$ cat config.mk
export PLATFORM = sky130hd
export DESIGN_NAME = svpwm_duty_generator
export DESIGN_NICKNAME = d
export VERILOG_FILES = /design/src/design/svpwm_pkg.sv /design/src/design/svpwm_clarke.sv /design/src/design/svpwm_timing.sv /design/src/design/svpwm_compare.sv /design/src/design/svpwm_duty_generator.sv
export SDC_FILE = /design/constraint.sdc
export NUM_CORES = 2
export LEC_CHECK = 0
export ABC_AREA = 1
export BUFFER_PORTS_ARGS = -buffer_cell sky130_fd_sc_hd__buf_2
export CAP_MARGIN = 20
export CORE_AREA = 2 2 447 449
export CTS_BUF_LIST = sky130_fd_sc_hd__clkbuf_2 sky130_fd_sc_hd__clkbuf_4 sky130_fd_sc_hd__clkbuf_8
export CTS_CLUSTER_SIZE = 20
export DETAILED_ROUTE_END_ITERATION = 10
export DIE_AREA = 0 0 449 451
export PLACE_DENSITY = 0.65
export SYNTH_ARGS = -nofsm -noshare
export SYNTH_HDL_FRONTEND = slang
export SYNTH_HIERARCHICAL = 1
export SYNTH_SLANG_ARGS = --single-unit
$ cat constraint.sdc
create_clock -name clk -period 10.3 [get_ports clk]
set_input_delay 0.515 -clock clk [delete_from_list [all_inputs] [get_ports clk]]
set_output_delay 0.515 -clock clk [all_outputs]
set_load 0.02 [all_outputs]
$ cat src/design/svpwm_pkg.sv
`timescale 1ns / 1ps
// ---------------------------------------------------------------------------
// svpwm_pkg
// Shared widths, fixed-point constants, sector codes and stage payload types
// for the space vector PWM duty generator.
// ---------------------------------------------------------------------------
package svpwm_pkg;

  // field and datapath widths
  localparam int PH_W   = 16;   // phase references and compare values, Q2.13
  localparam int AB_W   = 34;   // alpha and beta, Q.29
  localparam int WIDE_W = 56;   // sector tests and times, Q.45 / Q.47
  localparam int SEC_W  = 3;

  typedef logic signed [PH_W-1:0]   phase_t;
  typedef logic signed [AB_W-1:0]   ab_word_t;
  typedef logic signed [WIDE_W-1:0] wide_t;
  typedef logic [SEC_W-1:0]         sector_t;

  // sector numbers
  localparam sector_t SEC_1 = 3'd1;
  localparam sector_t SEC_2 = 3'd2;
  localparam sector_t SEC_3 = 3'd3;
  localparam sector_t SEC_4 = 3'd4;
  localparam sector_t SEC_5 = 3'd5;
  localparam sector_t SEC_6 = 3'd6;

  // one in Q.47
  localparam wide_t ONE_Q47 = wide_t'(1) <<< 47;

  // three phase references
  typedef struct packed {
    phase_t phase_c;
    phase_t phase_b;
    phase_t phase_a;
  } phase_set_t;

  // stationary frame vector
  typedef struct packed {
    ab_word_t alpha;
    ab_word_t beta;
  } ab_t;

  // sector, active times and half zero time
  typedef struct packed {
    sector_t sector;
    wide_t   t1;
    wide_t   t2;
    wide_t   odd1;
  } dwell_t;

  // compare values and sector
  typedef struct packed {
    sector_t sector;
    phase_t  duty_c;
    phase_t  duty_b;
    phase_t  duty_a;
  } duty_set_t;

endpackage

$ cat src/design/svpwm_clarke.sv
`timescale 1ns / 1ps
// ---------------------------------------------------------------------------
// svpwm_clarke
// Two-stage Clarke transform with 2/3 scaling: three constant products in
// the first stage, the alpha difference in the second.
// ---------------------------------------------------------------------------
module svpwm_clarke (
  input  logic                   clk,
  input  logic                   rst_n,
  input  logic                   s_valid,
  output logic                   s_ready,
  input  svpwm_pkg::phase_set_t  s_data,
  output logic                   m_valid,
  input  logic                   m_ready,
  output svpwm_pkg::ab_t         m_data
);
  import svpwm_pkg::*;

  localparam ab_word_t K_TWO_THIRDS = 34'sd43691;
  localparam ab_word_t K_ONE_THIRD  = 34'sd21845;
  localparam ab_word_t K_INV_SQRT3  = 34'sd37837;

  logic     v1_r;
  logic     v2_r;
  logic     en1;
  logic     en2;
  ab_word_t a_w;
  ab_word_t bc_sum;
  ab_word_t bc_diff;
  ab_word_t m_a_nxt;
  ab_word_t m_bc_nxt;
  ab_word_t beta_nxt;
  ab_word_t m_a_r;
  ab_word_t m_bc_r;
  ab_word_t beta1_r;
  ab_t      ab_nxt;
  ab_t      ab_r;

  // stage enables, a stage moves when empty or when the next one moves
  assign en2     = !v2_r || m_ready;
  assign en1     = !v1_r || en2;
  assign s_ready = en1;

  // stage 1: constant products
  always_comb begin
    a_w      = AB_W'(s_data.phase_a);
    bc_sum   = AB_W'(s_data.phase_b) + AB_W'(s_data.phase_c);
    bc_diff  = AB_W'(s_data.phase_b) - AB_W'(s_data.phase_c);
    m_a_nxt  = a_w * K_TWO_THIRDS;
    m_bc_nxt = bc_sum * K_ONE_THIRD;
    beta_nxt = bc_diff * K_INV_SQRT3;
  end

  // stage 2: alpha difference
  always_comb begin
    ab_nxt.alpha = m_a_r - m_bc_r;
    ab_nxt.beta  = beta1_r;
  end

  // valid bits
  always_ff @(posedge clk) begin
    if (!rst_n) begin
      v1_r <= 1'b0;
      v2_r <= 1'b0;
    end else begin
      if (en1) begin
        v1_r <= s_valid;
      end
      if (en2) begin
        v2_r <= v1_r;
      end
    end
  end

  // payload
  always_ff @(posedge clk) begin
    if (en1 && s_valid) begin
      m_a_r   <= m_a_nxt;
      m_bc_r  <= m_bc_nxt;
      beta1_r <= beta_nxt;
    end
    if (en2 && v1_r) begin
      ab_r <= ab_nxt;
    end
  end

  assign m_valid = v2_r;
  assign m_data  = ab_r;

endmodule

$ cat src/design/svpwm_timing.sv
`timescale 1ns / 1ps
// ---------------------------------------------------------------------------
// svpwm_timing
// Four-stage sector and dwell time unit: scaled products, sector sign
// tests, per-sector active times, then the half zero time.
// ---------------------------------------------------------------------------
module svpwm_timing (
  input  logic              clk,
  input  logic              rst_n,
  input  logic              s_valid,
  output logic              s_ready,
  input  svpwm_pkg::ab_t    s_data,
  output logic              m_valid,
  input  logic              m_ready,
  output svpwm_pkg::dwell_t m_data
);
  import svpwm_pkg::*;

  localparam wide_t K_SQRT3 = 56'sd113508;

  // sign test codes: bit 2 beta not positive, bit 1 and bit 0 the sloped tests
  localparam logic [2:0] TST_SEC2 = 3'd0;
  localparam logic [2:0] TST_SEC3 = 3'd1;
  localparam logic [2:0] TST_SEC1 = 3'd2;
  localparam logic [2:0] TST_SEC4 = 3'd5;
  localparam logic [2:0] TST_SEC5 = 3'd7;

  function automatic sector_t sector_of(input logic [2:0] code);
    sector_t s;
    case (code)
      TST_SEC1: s = SEC_1;
      TST_SEC2: s = SEC_2;
      TST_SEC3: s = SEC_3;
      TST_SEC4: s = SEC_4;
      TST_SEC5: s = SEC_5;
      default:  s = SEC_6;   // sector 6 and the boundary codes
    endcase
    return s;
  endfunction

  logic       v1_r, v2_r, v3_r, v4_r;
  logic       en1, en2, en3, en4;
  wide_t      beta_w;
  wide_t      al45_nxt;
  wide_t      al45_r, beta45_r;
  logic       bpos_r;
  logic [2:0] code;
  wide_t      d_minus, d_plus;
  sector_t    sector2_nxt, sector2_r;
  wide_t      al45_2_r, beta45_2_r;
  wide_t      al1, be1, bef;
  wide_t      t1_nxt, t2_nxt;
  sector_t    sector3_r;
  wide_t      t1_3_r, t2_3_r;
  wide_t      odd1_nxt;
  dwell_t     dw_r;

  // stage enables
  assign en4     = !v4_r || m_ready;
  assign en3     = !v3_r || en4;
  assign en2     = !v2_r || en3;
  assign en1     = !v1_r || en2;
  assign s_ready = en1;

  // stage 1: alpha times sqrt(3), beta into Q.45
  always_comb begin
    beta_w   = WIDE_W'(s_data.beta);
    al45_nxt = WIDE_W'(s_data.alpha) * K_SQRT3;
  end

  // stage 2: sign tests and sector
  always_comb begin
    d_minus     = beta45_r - al45_r;
    d_plus      = beta45_r + al45_r;
    code[2]     = !bpos_r;
    code[1]     = !(d_minus > 0);
    code[0]     = !(d_plus > 0);
    sector2_nxt = sector_of(code);
  end

  // stage 3: active times per sector
  always_comb begin
    al1 = al45_2_r <<< 1;
    be1 = beta45_2_r <<< 1;
    bef = beta45_2_r <<< 2;
    case (sector2_r)
      SEC_1: begin
        t1_nxt = al1 - be1;
        t2_nxt = bef;
      end
      SEC_2: begin
        t1_nxt = al1 + be1;
        t2_nxt = be1 - al1;
      end
      SEC_3: begin
        t1_nxt = bef;
        t2_nxt = -al1 - be1;
      end
      SEC_4: begin
        t1_nxt = be1 - al1;
        t2_nxt = -bef;
      end
      SEC_5: begin
        t1_nxt = -al1 - be1;
        t2_nxt = al1 - be1;
      end
      default: begin   // sector 6
        t1_nxt = -bef;
        t2_nxt = al1 + be1;
      end
    endcase
  end

  // stage 4: half zero time, always even so the shift is exact
  assign odd1_nxt = (ONE_Q47 - t1_3_r - t2_3_r) >>> 1;

  // valid bits
  always_ff @(posedge clk) begin
    if (!rst_n) begin
      v1_r <= 1'b0;
      v2_r <= 1'b0;
      v3_r <= 1'b0;
      v4_r <= 1'b0;
    end else begin
      if (en1) begin
        v1_r <= s_valid;
      end
      if (en2) begin
        v2_r <= v1_r;
      end
      if (en3) begin
        v3_r <= v2_r;
      end
      if (en4) begin
        v4_r <= v3_r;
      end
    end
  end

  // payload
  always_ff @(posedge clk) begin
    if (en1 && s_valid) begin
      al45_r   <= al45_nxt;
      beta45_r <= beta_w <<< 16;
      bpos_r   <= s_data.beta > 0;
    end
    if (en2 && v1_r) begin
      sector2_r  <= sector2_nxt;
      al45_2_r   <= al45_r;
      beta45_2_r <= beta45_r;
    end
    if (en3 && v2_r) begin
      sector3_r <= sector2_r;
      t1_3_r    <= t1_nxt;
      t2_3_r    <= t2_nxt;
    end
    if (en4 && v3_r) begin
      dw_r.sector <= sector3_r;
      dw_r.t1     <= t1_3_r;
      dw_r.t2     <= t2_3_r;
      dw_r.odd1   <= odd1_nxt;
    end
  end

  assign m_valid = v4_r;
  assign m_data  = dw_r;

`ifndef NO_ASSERTIONS
  // the three segment times add back up to one period
  a_period_sum: assert property (@(posedge clk) disable iff (!rst_n)
    v4_r |-> (WIDE_W'(dw_r.t1 + dw_r.t2 + (dw_r.odd1 <<< 1)) == ONE_Q47))
    else $error("segment times do not sum to one period");

  // a positive beta never lands in the lower half-plane sectors
  a_upper_half: assert property (@(posedge clk) disable iff (!rst_n)
    (v1_r && en2 && bpos_r) |=>
      (sector2_r == SEC_1 || sector2_r == SEC_2 || sector2_r == SEC_3))
    else $error("positive beta gave a lower sector");
`endif

endmodule

$ cat src/design/svpwm_compare.sv
`timescale 1ns / 1ps
// ---------------------------------------------------------------------------
// svpwm_compare
// Two-stage compare value unit: seven-segment assignment of the switching
// instants to phases, then rounding to Q2.13 with saturation.
// ---------------------------------------------------------------------------
module svpwm_compare (
  input  logic                 clk,
  input  logic                 rst_n,
  input  logic                 s_valid,
  output logic                 s_ready,
  input  svpwm_pkg::dwell_t    s_data,
  output logic                 m_valid,
  input  logic                 m_ready,
  output svpwm_pkg::duty_set_t m_data
);
  import svpwm_pkg::*;

  localparam wide_t HALF_LSB = wide_t'(1) <<< 33;
  localparam wide_t Q13_MAX  = 56'sd32767;
  localparam wide_t Q13_MIN  = -56'sd32768;

  // Q.47 to Q.13, ties toward plus infinity, then saturate
  function automatic phase_t to_q13(input wide_t v);
    wide_t  r;
    phase_t q;
    r = (v + HALF_LSB) >>> 34;
    if (r > Q13_MAX) begin
      q = 16'sh7fff;
    end else if (r < Q13_MIN) begin
      q = -16'sh8000;
    end else begin
      q = r[PH_W-1:0];
    end
    return q;
  endfunction

  logic      v1_r, v2_r;
  logic      en1, en2;
  wide_t     odd1, odd2, odd3, even1;
  wide_t     va_nxt, vb_nxt, vc_nxt;
  wide_t     va_r, vb_r, vc_r;
  sector_t   sector1_r;
  duty_set_t duty_r;

  assign en2     = !v2_r || m_ready;
  assign en1     = !v1_r || en2;
  assign s_ready = en1;

  // stage 1: switching instants and phase assignment
  always_comb begin
    odd1  = s_data.odd1;
    odd2  = s_data.t1 + odd1;
    odd3  = s_data.t1 + s_data.t2 + odd1;
    even1 = s_data.t2 + odd1;
    case (s_data.sector)
      SEC_1: begin
        va_nxt = odd1;
        vb_nxt = odd2;
        vc_nxt = odd3;
      end
      SEC_2: begin
        va_nxt = even1;
        vb_nxt = odd1;
        vc_nxt = odd3;
      end
      SEC_3: begin
        va_nxt = odd3;
        vb_nxt = odd1;
        vc_nxt = odd2;
      end
      SEC_4: begin
        va_nxt = odd3;
        vb_nxt = even1;
        vc_nxt = odd1;
      end
      SEC_5: begin
        va_nxt = odd2;
        vb_nxt = odd3;
        vc_nxt = odd1;
      end
      default: begin   // sector 6
        va_nxt = odd1;
        vb_nxt = odd3;
        vc_nxt = even1;
      end
    endcase
  end

  // valid bits
  always_ff @(posedge clk) begin
    if (!rst_n) begin
      v1_r <= 1'b0;
      v2_r <= 1'b0;
    end else begin
      if (en1) begin
        v1_r <= s_valid;
      end
      if (en2) begin
        v2_r <= v1_r;
      end
    end
  end

  // payload, stage 2 rounds and saturates into the output register
  always_ff @(posedge clk) begin
    if (en1 && s_valid) begin
      va_r      <= va_nxt;
      vb_r      <= vb_nxt;
      vc_r      <= vc_nxt;
      sector1_r <= s_data.sector;
    end
    if (en2 && v1_r) begin
      duty_r.duty_a <= to_q13(va_r);
      duty_r.duty_b <= to_q13(vb_r);
      duty_r.duty_c <= to_q13(vc_r);
      duty_r.sector <= sector1_r;
    end
  end

  assign m_valid = v2_r;
  assign m_data  = duty_r;

endmodule

$ cat src/design/svpwm_duty_generator.sv
`timescale 1ns / 1ps
// Pipeline: 2 Clarke, 4 timing and 2 compare stages from an accepted request
//   to out_tvalid; a result holds in them while the result side stalls.
// Throughput: one request per cycle; each stage loads when empty or draining,
//   so bubbles close up and in_tready stays high while out_tready is high.
// Reset: synchronous rst_n clears the stage valid bits only; no other state.
// ---------------------------------------------------------------------------
// svpwm_duty_generator
// Seven-segment space vector PWM: phase references in, three compare values
// and the sector out, one result per request.
// ---------------------------------------------------------------------------
module svpwm_duty_generator (
  input  logic        clk,
  input  logic        rst_n,
  input  logic        in_tvalid,
  output logic        in_tready,
  input  logic [47:0] in_tdata,   // phase_a[15:0], phase_b[31:16], phase_c[47:32]
  output logic        out_tvalid,
  input  logic        out_tready,
  output logic [55:0] out_tdata   // duty_a[15:0], duty_b[31:16], duty_c[47:32],
                                  // sector[50:48], zero[55:51]
);
  import svpwm_pkg::*;

  phase_set_t ph;
  logic       ab_valid, ab_ready;
  ab_t        ab;
  logic       dw_valid, dw_ready;
  dwell_t     dw;
  duty_set_t  duty;

  // unpack the request
  always_comb begin
    ph.phase_a = in_tdata[15:0];
    ph.phase_b = in_tdata[31:16];
    ph.phase_c = in_tdata[47:32];
  end

  svpwm_clarke u_clarke (
    .clk     (clk),
    .rst_n   (rst_n),
    .s_valid (in_tvalid),
    .s_ready (in_tready),
    .s_data  (ph),
    .m_valid (ab_valid),
    .m_ready (ab_ready),
    .m_data  (ab)
  );

  svpwm_timing u_timing (
    .clk     (clk),
    .rst_n   (rst_n),
    .s_valid (ab_valid),
    .s_ready (ab_ready),
    .s_data  (ab),
    .m_valid (dw_valid),
    .m_ready (dw_ready),
    .m_data  (dw)
  );

  svpwm_compare u_compare (
    .clk     (clk),
    .rst_n   (rst_n),
    .s_valid (dw_valid),
    .s_ready (dw_ready),
    .s_data  (dw),
    .m_valid (out_tvalid),
    .m_ready (out_tready),
    .m_data  (duty)
  );

  // pack the result
  assign out_tdata = {5'b0, duty.sector, duty.duty_c, duty.duty_b, duty.duty_a};

`ifndef NO_ASSERTIONS
  // reported sector is always one of the six
  a_sector_range: assert property (@(posedge clk) disable iff (!rst_n)
    out_tvalid |-> (out_tdata[50:48] == SEC_1 || out_tdata[50:48] == SEC_2 ||
                    out_tdata[50:48] == SEC_3 || out_tdata[50:48] == SEC_4 ||
                    out_tdata[50:48] == SEC_5 || out_tdata[50:48] == SEC_6))
    else $error("sector out of range");

  // a draining output never back-pressures the input
  a_no_false_stall: assert property (@(posedge clk) disable iff (!rst_n)
    out_tready |-> in_tready)
    else $error("input stalled while output drains");

  // reset empties the pipeline
  a_reset_empty: assert property (@(posedge clk)
    !rst_n |=> !out_tvalid)
    else $error("result valid after reset");
`endif

endmodule

### Yosys cells after proc, flatten, opt, wreduce, memory -nomap -nowiden

Cells that the tools add are included.
W data, S select, Z words.

| cells by class | value |
|---|---|
| $add $sub $neg | 20 |
| multipliers | 4 |
| magnitude comparators | 9 |
| eq/ne operators | 14 |
| muxes and demuxes | 9 |
| reduce and logical (&&, ||, !) cells | 32 |

Operator list:

| cell | count |
|---|---|
| $pmux W56 S5 | 2 |
| $pmux W56 S3 | 3 |
| $add A56 B35 Y56 const B | 3 |
| $add A56 B55 Y56 | 3 |
| $gt A56 B1 Y1 const B | 2 |
| $gt A22 B16 Y1 const B | 3 |
| $lt A22 B16 Y1 const B | 3 |
| $add A56 B56 Y56 | 1 |
| $neg A52 Y56 | 1 |
| $neg A53 Y56 | 1 |
| $sub A49 B56 Y56 const A | 1 |
| $sub A56 B51 Y56 | 1 |
| $sub A56 B56 Y56 | 1 |
| $add A53 B51 Y54 | 1 |
| $sub A51 B53 Y54 | 1 |
| $sub A53 B51 Y54 | 1 |
| $add A50 B52 Y53 | 1 |
| $sub A50 B52 Y53 | 1 |
| $mul A34 B16 Y50 const B | 1 |
| $mux W16 | 3 |
| $gt A34 B1 Y1 const B | 1 |
| $mul A34 B16 Y34 const B | 1 |
| $mul A34 B17 Y34 const B | 1 |
| $sub A34 B34 Y34 | 1 |
| 12 further kinds | 50 |

| storage, ports and cells | value |
|---|---|
| register bits after elaboration | 857 |
| output and inout bits | 58 |

### Longest topological paths before layout

| logic depth | value |
|---|---|
| word-level depth | 10 |
| depth in mapped cells | 36 |

### By module

Netlist, hierarchy kept.

By module, submodules not included:

| module | times used | cells each | area each (um^2) | sequential area each (um^2) |
|---|---|---|---|---|
| svpwm_timing | 1 | 6862 | 51453.1 | 13382.8 |
| svpwm_clarke | 1 | 2779 | 25060.3 | 5054.8 |
| svpwm_compare | 1 | 3848 | 21938.5 | 3733.6 |
| svpwm_duty_generator | 1 | 6 | 41.3 | 0.0 |

### Worst setup path before layout

Ideal clock, no wire load.

| timing | value |
|---|---|
| path kind | input to register |
| from | in out_tready |
| to | reg u_timing.dw_r (netlist bit u_timing/m_data[100]), enable pin |
| library setup time | 688 ps |
| data arrival time | 7476 ps |
| required time | 9612 ps |
| slack | 2137 ps |
| cell stages on the path | 4 |
| path buffers | 0 |
| path through | inv_1 nand3_1 nor2_1 nor2_1 |

| on the way | value |
|---|---|
| word-level cells in the longest chain between the ends | 4 |

RTL lines:

| what | RTL line | text |
|---|---|---|
| start, declared | svpwm_duty_generator.sv:19 | `input logic out_tready,` |
| $logic_or A1 B1 Y1 | svpwm_compare.sv:46 | `assign en2 = !v2_r \|\| m_ready;` |
| $logic_or A1 B1 Y1 | svpwm_compare.sv:47 | `assign en1 = !v1_r \|\| en2;` |
| net dw_ready | svpwm_duty_generator.sv:28 | `logic dw_valid, dw_ready;` |
| $logic_or A1 B1 Y1 | svpwm_timing.sv:59 | `assign en4 = !v4_r \|\| m_ready;` |
| $logic_and A1 B1 Y1 | svpwm_timing.sv:157 | `if (en4 && v3_r) begin` |
| end, declared | svpwm_timing.sv:56 | `dwell_t dw_r;` |

The timed path passes the listed nets, and every way through them passes these cells.
A chain may end at the register's enable or synchronous reset.

### Worst setup path after layout

| timing | value |
|---|---|
| from | in in_tdata[47] |
| to | reg u_clarke.m_bc_r[27], data pin |

| on the way | value |
|---|---|
| word-level cells in the longest chain between the ends | 2 |

RTL lines:

| what | RTL line | text |
|---|---|---|
| start, declared | svpwm_duty_generator.sv:17 | `input logic [47:0] in_tdata,` |
| $add A16 B16 Y17 | svpwm_clarke.sv:47 | `bc_sum = AB_W'(s_data.phase_b) + AB_W'(s_data.phase_c);` |
| $mul A34 B16 Y34 | svpwm_clarke.sv:50 | `m_bc_nxt = bc_sum * K_ONE_THIRD;` |
| net u_clarke.m_bc_nxt[27] | svpwm_clarke.sv:31 | `ab_word_t m_bc_nxt;` |
| end signal, assigned | svpwm_clarke.sv:79 | `m_bc_r <= m_bc_nxt;` |
| end, declared | svpwm_clarke.sv:34 | `ab_word_t m_bc_r;` |

The timed path passes the listed nets, and every way through them passes these cells.

==> impl_metrics.csv <==
group,metric,value,unit
clocking,clk_latency,0.96,ns
grt,grt_max_degree,142,
flow_run,maxCapViolations,0,
final_layout,utilization,0.531,
die,die_h,451,um
grt,antenna_found_initial,12,
sta,finalCritPeriodShare,0.667,
final_layout,drive_gt1_frac,0.0387,
synth,syn-instance-count,13495,
worst_setup_path,cp.depth,26,
worst_setup_path,r2r_cells,22,
grt,gr-total-overflow,0,
worst_setup_path,crit_end,"u_clarke/m_bc_r[27]$_DFFE_PP_",
synth,synth_most_common_cell,"nand2_1",
route,drt-pass1-iter-count,8,
clocking,cts_root_buf,"clkbuf_8",
synth,ys_async_sr_fraction,0,
die,dieWidth,449,um
worst_setup_path,slowest_delay,0.73,ns
sta,fmax,146,MHz
placed_design,place_congestion,1.13,
sta,fin_skew,0.0739,ns
worst_setup_path,crit_arrival,7.54,ns
worst_setup_path,crit_type,"input pin to register",
synth,ys_types,83,
die,io_pins,110,
worst_setup_path,cpMostUsedCell,"inv_1",
worst_setup_path,cp_top_family,"adder cells",
sta,hold_viol,0,
die,initial_utilization,0.497,
sta,setup_violations,0,
synth,synth_warnings,6,
route,wl,405,mm
clocking,cts_tree,"done",
worst_setup_path,r2r_slack,3.85,ns
grt,grt_use_total,0.394,
clocking,cts-resized-gates,0,
grt,grt_pass1_wl,591,mm
clocking,htreeDepth,4,
sta,fin_setup_tns,0,ns
die,core,198000,um^2
worst_setup_path,required,10.97,ns
synth,synth_ff_type,"edfxtp_1",
placed_design,dp_hpwl,345,mm
clocking,postCtsSetupBuffers,0,
sta,min_period,6.87,ns
synth,synth_area_leaders,"edfxtp_1 22%, ha_1 15%, nand2_1 12%, fa_1 12%, inv_1 11%",
synth,synth-edff-count,733,
clocking,cts_sinks,741,
synth,synth_area_leader_cell,"edfxtp_1",
sta,tightestPinTransition,1.11,ns
final_layout,area_growth,6.77,%
die,rows,164,
die,dieArea,202000,um^2
worst_setup_path,cp_slowest_cell,"xor2_4",
sta,slew_viol_final,0,
synth,synthTopCellsByCount,"3,219 x nand2_1, 2,881 x inv_1, 1,185 x ha_1",
worst_setup_path,regToRegEndpoint,"u_timing/al45_r[27]$_DFFE_PP_",
sta,rsz0062_at_grt,"no",
worst_setup_path,path_buf_inv,6,
route,drcViolationCount,0,
clocking,clkTransAtPathRegs,0.06,ns
clocking,cts.path.max_buffers,3,
outcome,status,"finished clean",
worst_setup_path,startpoint_type,"input pin",
synth,yosysTopAreaCellShare,0.223,
worst_setup_path,r2r-start,"u_clarke/m_data[39]$_DFFE_PP_",
route,wl_per_cell,24.7,um
worst_setup_path,crit_start,"in_tdata[47]",
final_layout,finalNetCount,15454,
placed_design,port_buffers,104,
route,vias,93027,
synth,synth_area_per_cell,7.30,um^2
worst_setup_path,worst-path-max-fanout,28,
synth,ys_ff_latch,741,
route,drt_iter0_markers,8229,
synth,synthesis.area,98500,um^2
synth,seq_area_frac_synth,0.225,
grt,grt_pass1_vias,94083,
clocking,numCtsBuffers,134,
route,avgViaCountPerCell,5.67,
worst_hold_path,hp-class,"input pin to register",
sta,slew-limit-headroom,0.258,
worst_setup_path,endpoint_kind,"register",
route,ant_nets,0,
cell usage in the layout (no fill, tap or decap), drive strengths merged, types with 37 or more instances in the layout:
cell type / n
nand3b: 45
buf: 148
a21boi: 37
nor3: 178
clkinv: 54
inv: 2915
nand3: 822
ha: 1185
a21oi: 735
clkbuf: 157
nor2: 1159
o21bai: 85
nand4: 225
nand2: 3239
a31oi: 88
xnor2: 106
o21ai: 443
xor2: 384
fa: 581
a21o: 62
nor4: 50
o211ai: 43
edfxtp: 733
through the flow:
step | setup slack (ns) | hold WS, ns | area [um^2] | std cells
finish | 3.43 | 0.190 | 105000 | 16399
global route | 3.04 | 0.165 | 105000 | 16397
global placement | 2.51 | 0.402 | 102000 | 16143
detailed placement | 2.49 | 0.405 | 102000 | 16145
CTS | 3.49 | 0.114 | 105000 | 16389
floorplan | 2.14 | 0.400 | 98500 | 13506
logic make-up after synthesis:
kind of cell               after synthesis  synth area share
AOI/OAI and AO/OA                     1631            0.0955
xor gates and xnor gates               490            0.0443
adders and majority gates             1766             0.269
buffers and inverters                 3070             0.119
DFF                                    741             0.225
muxes                                    1          0.000114
other                                    2         0.0000762
and+or+nand+nor                       5794             0.247
registers in the layout, indices dropped and copies added (netlist names), 34 cells and up:
name and count:
u_timing/al45_r 50, u_timing/t2_3_r 53, u_timing/beta45_r 34, u_timing/t1_3_r 53, u_timing/al45_2_r 50, u_clarke/m_data 68
u_compare/m_data 51, u_timing/m_data 162, u_timing/beta45_2_r 34
metal layers:
layer,track usage,wire [um],share of wire,vias up
met5,0,56,0.00014,-
met4,0.341,42400,0.10,8
met3,0.0558,25500,0.063,1301
met2,0.686,196000,0.48,4278
met1,0.419,142000,0.35,44054
li1,-,-,-,43386
layout make-up:
type / count / area, um^2
fill: 19194 / 93100
multi-input combinational: 9695 / 64700
sequential: 741 / 22200
inverter: 2909 / 10900
tap: 2656 / 3320
clock buffer: 155 / 2000
clock inverter: 84 / 1030
timing repair buffer: 155 / 966
antenna: 4 / 10.0
worst min-delay path by stage:
stage	from	to	cells after the start
2_1_floorplan	u_clarke/beta1_r[10]$_DFFE_PP_	u_clarke/m_data[10]$_DFFE_PP_	0
3_3_place_gp	u_clarke/beta1_r[6]$_DFFE_PP_	u_clarke/m_data[6]$_DFFE_PP_	0
3_5_place_dp	u_clarke/beta1_r[29]$_DFFE_PP_	u_clarke/m_data[29]$_DFFE_PP_	0
4_1_cts	in_tdata[2]	u_clarke/m_a_r[2]$_DFFE_PP_	3
5_1_grt	in_tdata[2]	u_clarke/m_a_r[2]$_DFFE_PP_	3
6_report	in_tdata[2]	u_clarke/m_a_r[2]$_DFFE_PP_	3
worst min-delay path, cell delays in order:
cell   delay, ns
buf_2       0.16
ha_1        0.16
ha_1        0.16
timing repair:
| item | CTS | global route |
|---|---|---|
| endpoints found under the hold margin | 10 | 0 |
| setup endpoints to repair | 0 | 0 |
| hold buffers | 5 | 0 |
Power is left out: the tool's default activity adds up to more than one toggle a clock period on the data nets, which glitch-free logic cannot reach.
